$ cat config.mk
export PLATFORM = sky130hd
export DESIGN_NAME = sensor_median_filter_core
export DESIGN_NICKNAME = d
export VERILOG_FILES = /design/src/rtl/smf_pkg.sv /design/src/rtl/smf_cell.sv /design/src/rtl/sensor_median_filter_core.sv
export SDC_FILE = /design/constraint.sdc
export NUM_CORES = 1
export LEC_CHECK = 0
export ABC_AREA = 1
export CORE_MARGIN = 2
export CORE_UTILIZATION = 40
export CTS_BUF_LIST = sky130_fd_sc_hd__clkbuf_2
export CTS_CLUSTER_SIZE = 12
export DETAILED_ROUTE_END_ITERATION = 8
export DONT_BUFFER_PORTS = 1
export GPL_TIMING_DRIVEN = 0
export SLEW_MARGIN = 20
export SYNTH_ARGS = -nofsm -noshare
export SYNTH_HDL_FRONTEND = slang
export SYNTH_SLANG_ARGS = --single-unit
$ cat constraint.sdc
create_clock -name clk -period 15.13 [get_ports clk]
set_clock_uncertainty 0.1 [all_clocks]
set_input_delay 0 -clock clk [delete_from_list [all_inputs] [get_ports clk]]
set_output_delay 0 -clock clk [all_outputs]
set_load 0.005 [all_outputs]
$ cat src/rtl/smf_pkg.sv
`timescale 1ns / 1ps
package smf_pkg;

	localparam int MAX_WINDOW = 16;
	localparam int READING_W  = 16;
	localparam int VALUE_W    = 17;
	localparam int COUNT_W    = 5;
	localparam int IDX_W      = 4;

	// Register word index, taken from paddr[2].
	localparam logic REG_SAMPLE_COUNT = 1'b0;
	localparam logic REG_INTERLEAVE   = 1'b1;

	// What one cell hands to its right neighbor.
	typedef struct packed {
		logic                 gt;
		logic [READING_W-1:0] value;
	} cell_link_t;

endpackage

$ cat src/rtl/smf_cell.sv
`timescale 1ns / 1ps
module smf_cell
	import smf_pkg::*;
(
	input  logic                 clk,
	input  logic                 insert,
	input  logic                 occupied,
	input  logic [READING_W-1:0] reading,
	input  cell_link_t           left,
	output cell_link_t           right,
	output logic [READING_W-1:0] value,
	output logic [READING_W-1:0] value_next
);

	logic [READING_W-1:0] value_q;
	logic                 gt;

	assign gt = occupied && (value_q > reading);

	// The chain stays sorted: a cell takes its left neighbor's word when that one is
	// pushed right, the new reading when it is the insertion point, and otherwise keeps.
	always_comb begin
		priority if (left.gt) begin
			value_next = left.value;
		end else if (gt || !occupied) begin
			value_next = reading;
		end else begin
			value_next = value_q;
		end
	end

	always_ff @(posedge clk) begin
		if (insert) begin
			value_q <= value_next;
		end
	end

	assign right.gt    = gt;
	assign right.value = value_q;
	assign value       = value_q;

endmodule

$ cat src/rtl/sensor_median_filter_core.sv
// Median filter over raw sensor range readings.
// Input channel: in_valid / in_stall with one 16-bit reading per word.
// Output channel: out_valid / out_stall with filtered_value (17-bit signed)
// and value_changed.
// Configuration: APB write to byte 0 sets sample_count (window N), to byte 4
// sets interleave_mode. Write only while the block is idle.
// With N of one every reading gives a result. In batch mode only the reading
// that completes a window gives a result, the upper median. In interleave mode
// every word gives a result: the reading is stored until N are held, then the
// next word evaluates the median and empties the store.
// Readings are kept in a sorted row of 16 cells, one insertion per cycle, so
// a word is accepted every cycle unless in_stall is raised, and its result is
// registered and appears in the cycle after acceptance. Each insertion is the
// single compare-and-shift step of the cell row plus the median select.
// Reset empties the window, sets the value to -1, N to one and batch mode.
// While a result waits in the output register under out_stall, in_stall is
// raised; a result taken in the same cycle frees the block for the next word.
`timescale 1ns / 1ps
module sensor_median_filter_core
	import smf_pkg::*;
(
	input  logic                      clk,
	input  logic                      arst_n,
	input  logic                      psel,
	input  logic                      penable,
	input  logic                      pwrite,
	input  logic [2:0]                paddr,
	input  logic [31:0]               pwdata,
	output logic [31:0]               prdata,
	output logic                      pready,
	input  logic                      in_valid,
	output logic                      in_stall,
	input  logic [READING_W-1:0]      reading,
	output logic                      out_valid,
	input  logic                      out_stall,
	output logic signed [VALUE_W-1:0] filtered_value,
	output logic                      value_changed
);

	logic [COUNT_W-1:0]        sample_count_q;
	logic                      interleave_q;
	logic [COUNT_W-1:0]        fill_q;
	logic signed [VALUE_W-1:0] cur_q;
	logic                      out_valid_q;
	logic signed [VALUE_W-1:0] filtered_value_q;
	logic                      value_changed_q;

	logic                      accept;
	logic                      cfg_write;
	logic [COUNT_W-1:0]        win;
	logic [COUNT_W-1:0]        eff;
	logic [COUNT_W-1:0]        fill_d;
	logic                      emit;
	logic                      insert;
	logic signed [VALUE_W-1:0] next_val;

	cell_link_t                link [MAX_WINDOW+1];
	logic [READING_W-1:0]      cell_val [MAX_WINDOW];
	logic [READING_W-1:0]      cell_next [MAX_WINDOW];
	logic [MAX_WINDOW-1:0]     occupied;

	assign pready    = 1'b1;
	assign cfg_write = psel && penable && pwrite;

	always_ff @(posedge clk or negedge arst_n) begin
		if (!arst_n) begin
			sample_count_q <= COUNT_W'(1);
			interleave_q   <= 1'b0;
		end else if (cfg_write) begin
			unique case (paddr[2])
				REG_SAMPLE_COUNT: sample_count_q <= pwdata[COUNT_W-1:0];
				REG_INTERLEAVE:   interleave_q   <= pwdata[0];
				default:          sample_count_q <= sample_count_q;
			endcase
		end
	end

	always_comb begin
		unique case (paddr[2])
			REG_SAMPLE_COUNT: prdata = {{(32-COUNT_W){1'b0}}, sample_count_q};
			REG_INTERLEAVE:   prdata = {31'd0, interleave_q};
			default:          prdata = 32'd0;
		endcase
	end

	// Window length, a zero count acting as one and large counts clamped.
	always_comb begin
		priority if (sample_count_q == '0) begin
			win = COUNT_W'(1);
		end else if (sample_count_q > COUNT_W'(MAX_WINDOW)) begin
			win = COUNT_W'(MAX_WINDOW);
		end else begin
			win = sample_count_q;
		end
	end

	assign in_stall = out_valid_q && out_stall;
	assign accept   = in_valid && !in_stall;

	genvar gi;
	assign link[0] = '0;
	generate
		for (gi = 0; gi < MAX_WINDOW; gi++) begin : g_cell
			assign occupied[gi] = COUNT_W'(gi) < eff;
			smf_cell u_cell (
				.clk        (clk),
				.insert     (insert),
				.occupied   (occupied[gi]),
				.reading    (reading),
				.left       (link[gi]),
				.right      (link[gi+1]),
				.value      (cell_val[gi]),
				.value_next (cell_next[gi])
			);
		end
	endgenerate

	always_comb begin
		next_val = cur_q;
		emit     = 1'b1;
		insert   = 1'b0;
		fill_d   = fill_q;
		eff      = fill_q;
		priority if (win <= COUNT_W'(1)) begin
			next_val = {1'b0, reading};
		end else if (interleave_q) begin
			if (fill_q < win) begin
				insert = accept;
				fill_d = fill_q + COUNT_W'(1);
			end else begin
				next_val = {1'b0, cell_val[fill_q[IDX_W:1]]};
				fill_d   = '0;
			end
		end else begin
			// A window shrunk to or below the fill level starts over.
			if (fill_q >= win) begin
				eff = '0;
			end
			insert = accept;
			if (eff + COUNT_W'(1) >= win) begin
				next_val = {1'b0, cell_next[win[IDX_W:1]]};
				fill_d   = '0;
			end else begin
				fill_d = eff + COUNT_W'(1);
				emit   = 1'b0;
			end
		end
	end

	always_ff @(posedge clk or negedge arst_n) begin
		if (!arst_n) begin
			fill_q      <= '0;
			cur_q       <= -VALUE_W'(1);
			out_valid_q <= 1'b0;
		end else begin
			if (accept) begin
				fill_q <= fill_d;
				if (emit) begin
					cur_q <= next_val;
				end
			end
			if (accept && emit) begin
				out_valid_q <= 1'b1;
			end else if (!out_stall) begin
				out_valid_q <= 1'b0;
			end
		end
	end

	always_ff @(posedge clk) begin
		if (accept && emit) begin
			filtered_value_q <= next_val;
			value_changed_q  <= (next_val != cur_q);
		end
	end

	assign out_valid      = out_valid_q;
	assign filtered_value = filtered_value_q;
	assign value_changed  = value_changed_q;

	a_fill_bound: assert property (@(posedge clk) disable iff (!arst_n)
		fill_q <= COUNT_W'(MAX_WINDOW))
		else $error("fill level beyond window storage");

	a_stall_cause: assert property (@(posedge clk) disable iff (!arst_n)
		in_stall |-> (out_valid_q && out_stall))
		else $error("input stalled without a held result");

	a_direct_result: assert property (@(posedge clk) disable iff (!arst_n)
		(accept && win <= COUNT_W'(1)) |=> (out_valid_q && !value_changed_q
		|| out_valid_q && value_changed_q))
		else $error("unfiltered word gave no result");

	a_changed_flag: assert property (@(posedge clk) disable iff (!arst_n)
		(accept && emit) |=> (value_changed_q == (filtered_value_q != $past(cur_q))))
		else $error("change flag disagrees with value");

endmodule
# After elaboration in Yosys (flattened, before gate mapping)
# Cells that the tools add are included.
# totals
ff_bits,303
latch_bits,0
ramBits,0
romBits,0
word_cells,189
mem_count,0
# op_classes
n_addsub,2
n_mul,0
div,0
magnitude_cmp,39
n_eq_ne,2
n_shift,0
mux,60
bitwise,4
n_reduce_logical,59
# op_table
cell,count
$mux W16,35
$gt A16 B16 Y1,16
$bmux W16 S4,2
$mux W17,4
$pmux W32 S2,1
$mux W5,10
$lt A4 B5 Y1 const A,8
$logic_and A1 B1 Y1,21
$lt A3 B5 Y1 const A,4
$logic_not A1 Y1,17
$ne A17 B17 Y1,1
$logic_or A1 B1 Y1,16
$add A5 B1 Y5 const B,2
$ge A5 B5 Y1,2
$ge A5 B5 Y1 const B,2
$lt A1 B5 Y1 const A,2
$lt A2 B5 Y1 const A,2
$not A4 Y5,2
$mux W1,8
$reduce_and A2 Y1,4
$gt A5 B5 Y1 const B,1
$le A5 B1 Y1 const B,1
$logic_not A5 Y1,1
$lt A5 B5 Y1,1
other kinds (2),3

# Depth between registers and ports, before layout
# Gate-level depths: netlist of the first run.
# logic_depth
word_depth,21
mapped_depth,35

# Cells and area by module
# From an unflattened synthesis of the first run, not the netlist that was laid out.
# unflattened
cells_unflattened,4696
hier_area_um2,31816.8
# modules_own_cells
mod,n_inst,cells_each,area_per_inst_um2
smf_cell at g_cell[0].u_cell ...,11,211,1540.2
smf_cell at g_cell[5].u_cell ...,5,211,1519.0
sensor_median_filter_core,1,1320,7279.5

# Least setup slack after synthesis of the first run
# Ideal clock, no wire load.
# synth_timing
kind,register to register
startpoint,register sample_count_q[1]
endpoint,register g_cell[0].u_cell.value_q[0] (enable)
setup_time_ns,0.879
arrival_ns,13.021
t_required_ns,14.151
path_slack_ns,1.130
path_stages_with_launch,14
n_path_buf,4
period_less_slack_ns,14.000
path_cell_list,dfrtp_1 buf_2 inv_1 nor2_1 clkinv_1 clkbuf_1 buf_1 ha_1 nand2_1 nand2_1 a21oi_2 a21oi_1 clkbuf_1 nor2_1
# synth_via
elab_chain_len,7
word_cells_on_any_way,9
# synth_lines
item,line,rtl
from (decl),sensor_median_filter_core.sv:40,logic [COUNT_W-1:0] sample_count_q;
from (signal assigned),sensor_median_filter_core.sv:71,REG_SAMPLE_COUNT: sample_count_q <= pwdata[COUNT_W-1:0];
from (signal assigned),sensor_median_filter_core.sv:73,default: sample_count_q <= sample_count_q;
$gt A5 B5 Y1,sensor_median_filter_core.sv:90,end else if (sample_count_q > COUNT_W'(MAX_WINDOW)) begin
$mux W5,sensor_median_filter_core.sv:90,
$mux W5 (*),sensor_median_filter_core.sv:88,priority if (sample_count_q == '0) begin
$lt A5 B5 Y1,sensor_median_filter_core.sv:127,if (fill_q < win) begin
$mux W1,sensor_median_filter_core.sv:127,
$mux W1,sensor_median_filter_core.sv:126,end else if (interleave_q) begin
$mux W1 (*),sensor_median_filter_core.sv:124,priority if (win <= COUNT_W'(1)) begin
via g_cell[0].u_cell.insert,smf_cell.sv:6,"input logic insert,"
to (signal assigned),smf_cell.sv:34,value_q <= value_next;
to (decl),smf_cell.sv:15,logic [READING_W-1:0] value_q;
# Mark *: on every way through the listed nets, which the timed path passes. The rest lies on a longest branch.
# A chain may end at the register's enable or synchronous reset.

# Worst setup path after layout of the first run
# layout_timing
startpoint,register sample_count_q[1]
endpoint,register value_changed_q (netlist: value_changed) (data pin)
# layout_via
elab_chain_len,21
word_cells_on_any_way,118
# layout_lines
item,line,rtl
$gt A5 B5 Y1,sensor_median_filter_core.sv:90,
$mux W5,sensor_median_filter_core.sv:90,
$mux W5 (*),sensor_median_filter_core.sv:88,
$ge A5 B5 Y1,sensor_median_filter_core.sv:136,if (fill_q >= win) begin
$mux W5,sensor_median_filter_core.sv:136,
$mux W5,sensor_median_filter_core.sv:126,
$mux W5,sensor_median_filter_core.sv:124,
$mux W5,sensor_median_filter_core.sv:126,
[... 5 more ...],n/a,
$mux W16,smf_cell.sv:23,priority if (left.gt) begin
$bmux W16 S4,sensor_median_filter_core.sv:141,"next_val = {1'b0, cell_next[win[IDX_W:1]]};"
$mux W16 (not written as such) (2 in a row),sensor_median_filter_core.sv:141,
$mux W17,sensor_median_filter_core.sv:140,if (eff + COUNT_W'(1) >= win) begin
$mux W17,sensor_median_filter_core.sv:126,
$mux W17 (*),sensor_median_filter_core.sv:124,
via next_val[11],sensor_median_filter_core.sv:55,logic signed [VALUE_W-1:0] next_val;
$ne A17 B17 Y1 (*),sensor_median_filter_core.sv:173,value_changed_q <= (next_val != cur_q);
to (signal assigned),sensor_median_filter_core.sv:173,
to (decl),sensor_median_filter_core.sv:46,logic value_changed_q;
# Mark *: on every way through the listed nets, which the timed path passes. The rest lies on a longest branch. The select of a mux whose other input is x is not followed.

==> reports/results.ini, run 1 <==
[outcome]
status=finished with violations
violations=design-rule violations

[detailed_routing]
dr.pass1.iters=9
m1WireLength_um=51400
viasPerCell=6.21
drc=4
dr_wl_met2_um=58200
ant_nets=0
post_drt_wl_per_cell_um=28.2
vias=30500
drt-initial-drc-count=4707
dr.max_layer_used=met5
wl_met3_um=16300
routed_wl_um=138000

[timing]
setup_viol=0
period_minus_slack_ps=7840
final_max_slew_viol_count=0
rsz0062_at_grt=no
finalHoldViolations=0
period_share=0.518
fmax_mhz=128
worstMarginPinSlew_ps=1340
setup_tns_ps=0
relSlewSlack=0.105
fin_ws_ps=7290

[clock_network]
cts_tree=built
root_buffer=clkbuf_2
cts_sinks=303
cts_buffers=91
cts_max_path_buffers=3
cts_max_level=3
path_clk_slew_ps=100
clk_latency_ps=1290

[synth]
synth_sequential_area_ratio=0.330
synth_top_area_share=0.302
yosys_warnings=0
async_flop_share=0.0957
synth.distinct_cells=61
avgSynthCellArea_um2=7.29
synth_top_area_cell=edfxtp_1
synth_edf_count=274
synth_cells=3732
synth_flop_cell=edfxtp_1
synthTopCellsByArea=edfxtp_1, ha_1, nand2_1, nand3_1, a21oi_1
synth_area_um2=27200
yosys_register_bits=303

[hold_path]
min_path_type=in2reg
hold_depth=4

[setup_path]
criticalPathCategory=reg2reg
path_buf_inv=7
cpMostUsedCell=nand2_1
cp_max_fo=11
path_depth=32
startpoint_type=register
rr_worst_depth=32
slowest_delay_ps=650
cp_top_family=simple AND/OR/NAND/NOR gates
required_ps=16010
cp-end-kind=register
cp.arrival_ps=8710
critical_path.slowest_cell=buf_1

[global_route]
grt_pass1_vias=28200
antenna_found_initial=9
grt_pass1_wl_um=194000
grt_overflow=0
grt_max_degree=30
grt_use_total=0.385

[floorplanning]
num_rows=95
io_pins=111
die_y_um=265
start_util=0.404
core_area_um2=67300
die-width_um=265
die-area_um2=70100

[power_and_ir_drop]
irDropWorstVdd_v=0.000137
cellPowerDensity_nw_per_um2=263
power_leakage_nw=13.9

[job]
cap_violations=0

[placed_design]
dp.final_hpwl_um=101000
dp_slack_ps=7520
gp_congestion=1.10
port_buffers=0

[final_layout]
final_nets=4272
areaGrowthSynthToFinish_pct=12.4
drive_gt1_frac=0.0882
final_cell_mix=nand2_1, nand3_1, inv_1
layout_commonest_cell=nand2_1

cell usage after synthesis, types with 10 or more instances:
master	count
and2_1	65
nand2_1	892
edfxtp_1	274
dfstp_2	18
nand3_1	506
o21a_1	13
a2111oi_0	14
buf_1	10
o2111ai_1	14
o211ai_1	81
o31ai_1	10
buf_2	42
nand2_2	11
clkinv_1	10
a31oi_1	17
dfrtp_1	11
o21ai_0	297
or2_2	17
nor3_1	28
nor2_1	202
a211oi_1	13
ha_1	268
inv_1	313
a21oi_1	300
nand4_1	35
buf_4	37
nand3b_1	14
o21ai_1	15
clkbuf_1	127
inv_2	10
state kept, by name (all words and copies together) (netlist names):
name,count
g_cell.u_cell.value,256
cur_q,17
filtered_value,17
fill_q,5
sample_count_q,5
interleave_q,1
out_valid,1
value_changed,1
per-layer routing:
layer,up-vias,GRT usage
met5,-,0
met4,6,0.283
met3,646,0.0999
met2,2188,0.578
met1,14200,0.476
li1,13400,-
cell type report:
type,instances,area (um^2)
clock inverter,45,298
antenna,9,22.5
buffer,222,1110
inverter,333,1260
timing repair buffer,95,1170
multi-input combinational,2900,16000
clock buffer,125,626
tap,873,1090
fill,7037,36700
sequential,303,8980
path summary, 6_finish.rpt:
kind | startpoint | end | slack, ps
max | sample_count_q[1] | value_changed | 7290
min | psel | interleave_q | 100
max reg2reg | sample_count_q[1] | value_changed | 7290
min reg2reg | cur_q[0] | cur_q[0] | 400
max in group asynchronous | arst_n | cur_q[3] | 14310
min in group asynchronous | arst_n | fill_q[4] | 290
power by group:
part / internal [mW] / switching, mW
Clock: 0.300 / 0.450
Sequential: 1.61 / 0.625
Combinational: 1.53 / 3.54
Total: 3.44 / 4.61
per-stage QoR:
step / utilization / std cells / total power, mW / hold WS [ps] / instance area, um^2
after floorplan: - / 3758 / 5.11 / -396 / 27300
after global placement: 0.422 / 4631 / 6.99 / -395 / 28400
after global routing: 0.455 / 4901 / 8.46 / 19.5 / 30600
after CTS: 0.454 / 4896 / 7.76 / 7.06 / 30600
after detailed placement: 0.429 / 4649 / 6.94 / -395 / 28800
final: 0.455 / 4905 / 8.05 / 97.6 / 30600
worst register-to-register path: cells and delay by family, from the launching register on:
kind	cells	cell delay, ps
compound gates	2	410
xor+xnor	1	210
fa+ha+maj	3	1010
buf+inv	7	2370
flops	1	320
simple gates	19	3230
cells by family (layout without fill, tap and decap cells):
logic type | count (synthesis) | after routing | share of synthesized area
and+or+nand+nor | 1796 | 1796 | 0.293
other | 2 | 37 | 0.000276
AOI/OAI and AO/OA | 805 | 805 | 0.167
DFF | 303 | 303 | 0.330
buffers and inverters | 555 | 820 | 0.0853
adders and majority gates | 268 | 268 | 0.123
xor gates and xnor gates | 3 | 3 | 0.000966
timing repair:
action	in CTS	in global routing
gates resized for setup	0	0
hold endpoints to repair	535	0
setup buffers	0	0
hold buffers	77	0
endpoints found under the setup margin	0	0
No activity file was read; power rests on OpenSTA's default activity.
==> run 2: changes to the inputs <==
==> constraint.sdc (replaced) <==
create_clock -name clk -period 8.14 [get_ports clk]
set_clock_uncertainty 0.1 [all_clocks]
set_input_delay 0 -clock clk [delete_from_list [all_inputs] [get_ports clk]]
set_output_delay 0 -clock clk [all_outputs]
set_load 0.005 [all_outputs]
==> run 2 against run 1 <==
Against the previous run:
- the flow now finishes without violations
- sequential share of layout area increased by 0.11 points
- utilization decreased by 0.16 points
- critical path depth increased by 1
- power increased by 84%
- global-route usage decreased by 0.087 points
- clock power increased by 71%
- wire length decreased by 0.45%
- maximum frequency increased by 1.5%
- highest routed layer unchanged
==> reports/results.ini, run 2 (synthesized netlist as in run 1, its figures left out) <==
[timing]
period_share=0.948  ; +0.430
whs_ps=115  ; +17.8 ps
relSlewSlack=0.0921  ; -0.0127
final_max_slew_viol_count=0  ; unchanged
setup_viol=0  ; unchanged
finalHoldViolations=0  ; unchanged
worstMarginPinSlew_ps=1360  ; +19.0 ps
rsz0062_at_grt=no
fmax_mhz=130  ; +1.5%
setup_tns_ps=0  ; unchanged
period_minus_slack_ps=7720  ; -116 ps
fin_ws_ps=420  ; -6870 ps

[setup_path]
cp.arrival_ps=8480  ; -230 ps
cpMostUsedCell=nand2_1
r2r_slack_ps=420  ; -6870 ps
critical_path.slowest_cell=nor2_1
startpoint_type=register
cp-end-kind=register
criticalPathCategory=reg2reg
cp_max_fo=11  ; unchanged
slowest_delay_ps=610  ; -40 ps
required_ps=8900  ; -7110 ps

[global_route]
grt_pass1_vias=27900  ; -1.2%
grt_overflow=0  ; unchanged
antenna_found_initial=12  ; +3
grt_pass1_wl_um=194000  ; -0.32%
grt_max_degree=30  ; unchanged
grt_use_total=0.384  ; -0.000872

[floorplanning]
io_pins=111  ; unchanged
start_util=0.404  ; unchanged
die-width_um=265  ; unchanged
core_area_um2=67300  ; unchanged
num_rows=95  ; unchanged
die_y_um=265  ; unchanged
die-area_um2=70100  ; unchanged

[final_layout]
drive_gt1_frac=0.0852  ; -0.00304
largest_reg_flops=256  ; unchanged
layout_commonest_cell=nand2_1
final_cell_mix=nand2_1, nand3_1, inv_1
nFillCells=7052  ; +0.21%
final_nets=4269  ; -0.070%
final_util=0.453  ; -0.00164
areaGrowthSynthToFinish_pct=12.0

[placed_design]
gp_congestion=1.08  ; -1.0%
dp_slack_ps=807  ; -6710 ps
dp.final_hpwl_um=99700  ; -1.4%
port_buffers=0  ; unchanged

[clock_network]
cts_resized=0  ; unchanged
cts_tree=built
cts_max_level=3  ; unchanged
cts_buffers=89  ; -2.2%
cts_max_path_buffers=3  ; unchanged
clk_latency_ps=1220  ; -70 ps
path_clk_slew_ps=100  ; about the same
cts_setup_buffers=0  ; unchanged
hold_buffers=77  ; unchanged
root_buffer=clkbuf_2
cts_sinks=303  ; unchanged

[power_and_ir_drop]
power_leakage_nw=13.8  ; -0.46%
cellPowerDensity_nw_per_um2=487  ; +85%
power_mw=14.8  ; +84%
irDropWorstVdd_v=0.000231  ; +68%

[detailed_routing]
viasPerCell=6.19  ; -0.34%
m1WireLength_um=51400  ; about the same
ant_nets=0  ; unchanged
drc=0  ; -4
drt-initial-drc-count=5021  ; +6.7%
wl_met3_um=17100  ; +5.0%
routed_wl_um=138000  ; -0.45%
dr.max_layer_used=met5
dr.pass1.iters=7  ; -2
vias=30300  ; -0.52%
post_drt_wl_per_cell_um=28.1  ; -0.27%
dr_wl_met2_um=57700  ; -1.0%

[job]
cap_violations=0  ; unchanged

[outcome]
status=finished clean

[hold_path]
min_path_type=in2reg

## run 2: cell count changes in the layout (fill, tap and decap cells not counted), sizes merged
cell      change
buf           -1
bufinv        -3
clkbuf        +2
clkinv        -3
clkinvlp      -1
inv           -3
## run 2: report_power, final
group | internal [mW] | switching [mW]
sequential | 2.99 | 1.14
combinational | 2.84 | 6.58
clock | 0.454 | 0.830
total | 6.29 | 8.56
## run 2: area by class of cell
type                       count  area (um^2)  area share
clock buffer                 127          636      0.0209
sequential                   303         8980       0.294
multi-input combinational   2900        16000       0.526
antenna                        9         22.5    0.000739
timing repair buffer          94         1190      0.0392
clock inverter                35          168     0.00550
tap                          873         1090      0.0358
inverter                     333         1260      0.0412
buffer                       222         1110      0.0363
## run 2: worst paths after layout
path	start	endpoint	cells after the start
worst min register to register	cur_q[2]	cur_q[2]	2
worst max register to register	sample_count_q[1]	value_changed	33
min in group asynchronous	arst_n	sample_count_q[4]	5
worst min-delay path	reading[15]	g_cell[1].u_cell.value[15]	4
worst max-delay path	sample_count_q[1]	value_changed	33
max in group asynchronous	arst_n	cur_q[3]	5
## run 2: critical path: cells and delay by family (launching register included)
kind | cells | cell delay (ps)
AO/OA/AOI/OAI | 3 | 510
XOR/XNOR | 1 | 290
AND/OR/NAND/NOR | 18 | 3190
flip-flops | 1 | 330
adder cells (fa/ha/maj) | 3 | 810
buffers and inverters | 8 | 2190
## run 2: routing by layer
metal  vias up  global-route usage
met5         -                   0
met1     14000               0.481
met4        12               0.263
met2      2258               0.573
li1      13400                   -
met3       636               0.107
## run 2: through the flow
stage / instances / cell area [um^2]
final: 4896 / 30500
after global routing: 4893 / 30500
after CTS: 4887 / 30500
after detailed placement: 4648 / 28900
after global placement: 4631 / 28400
after floorplan: 3758 / 27300
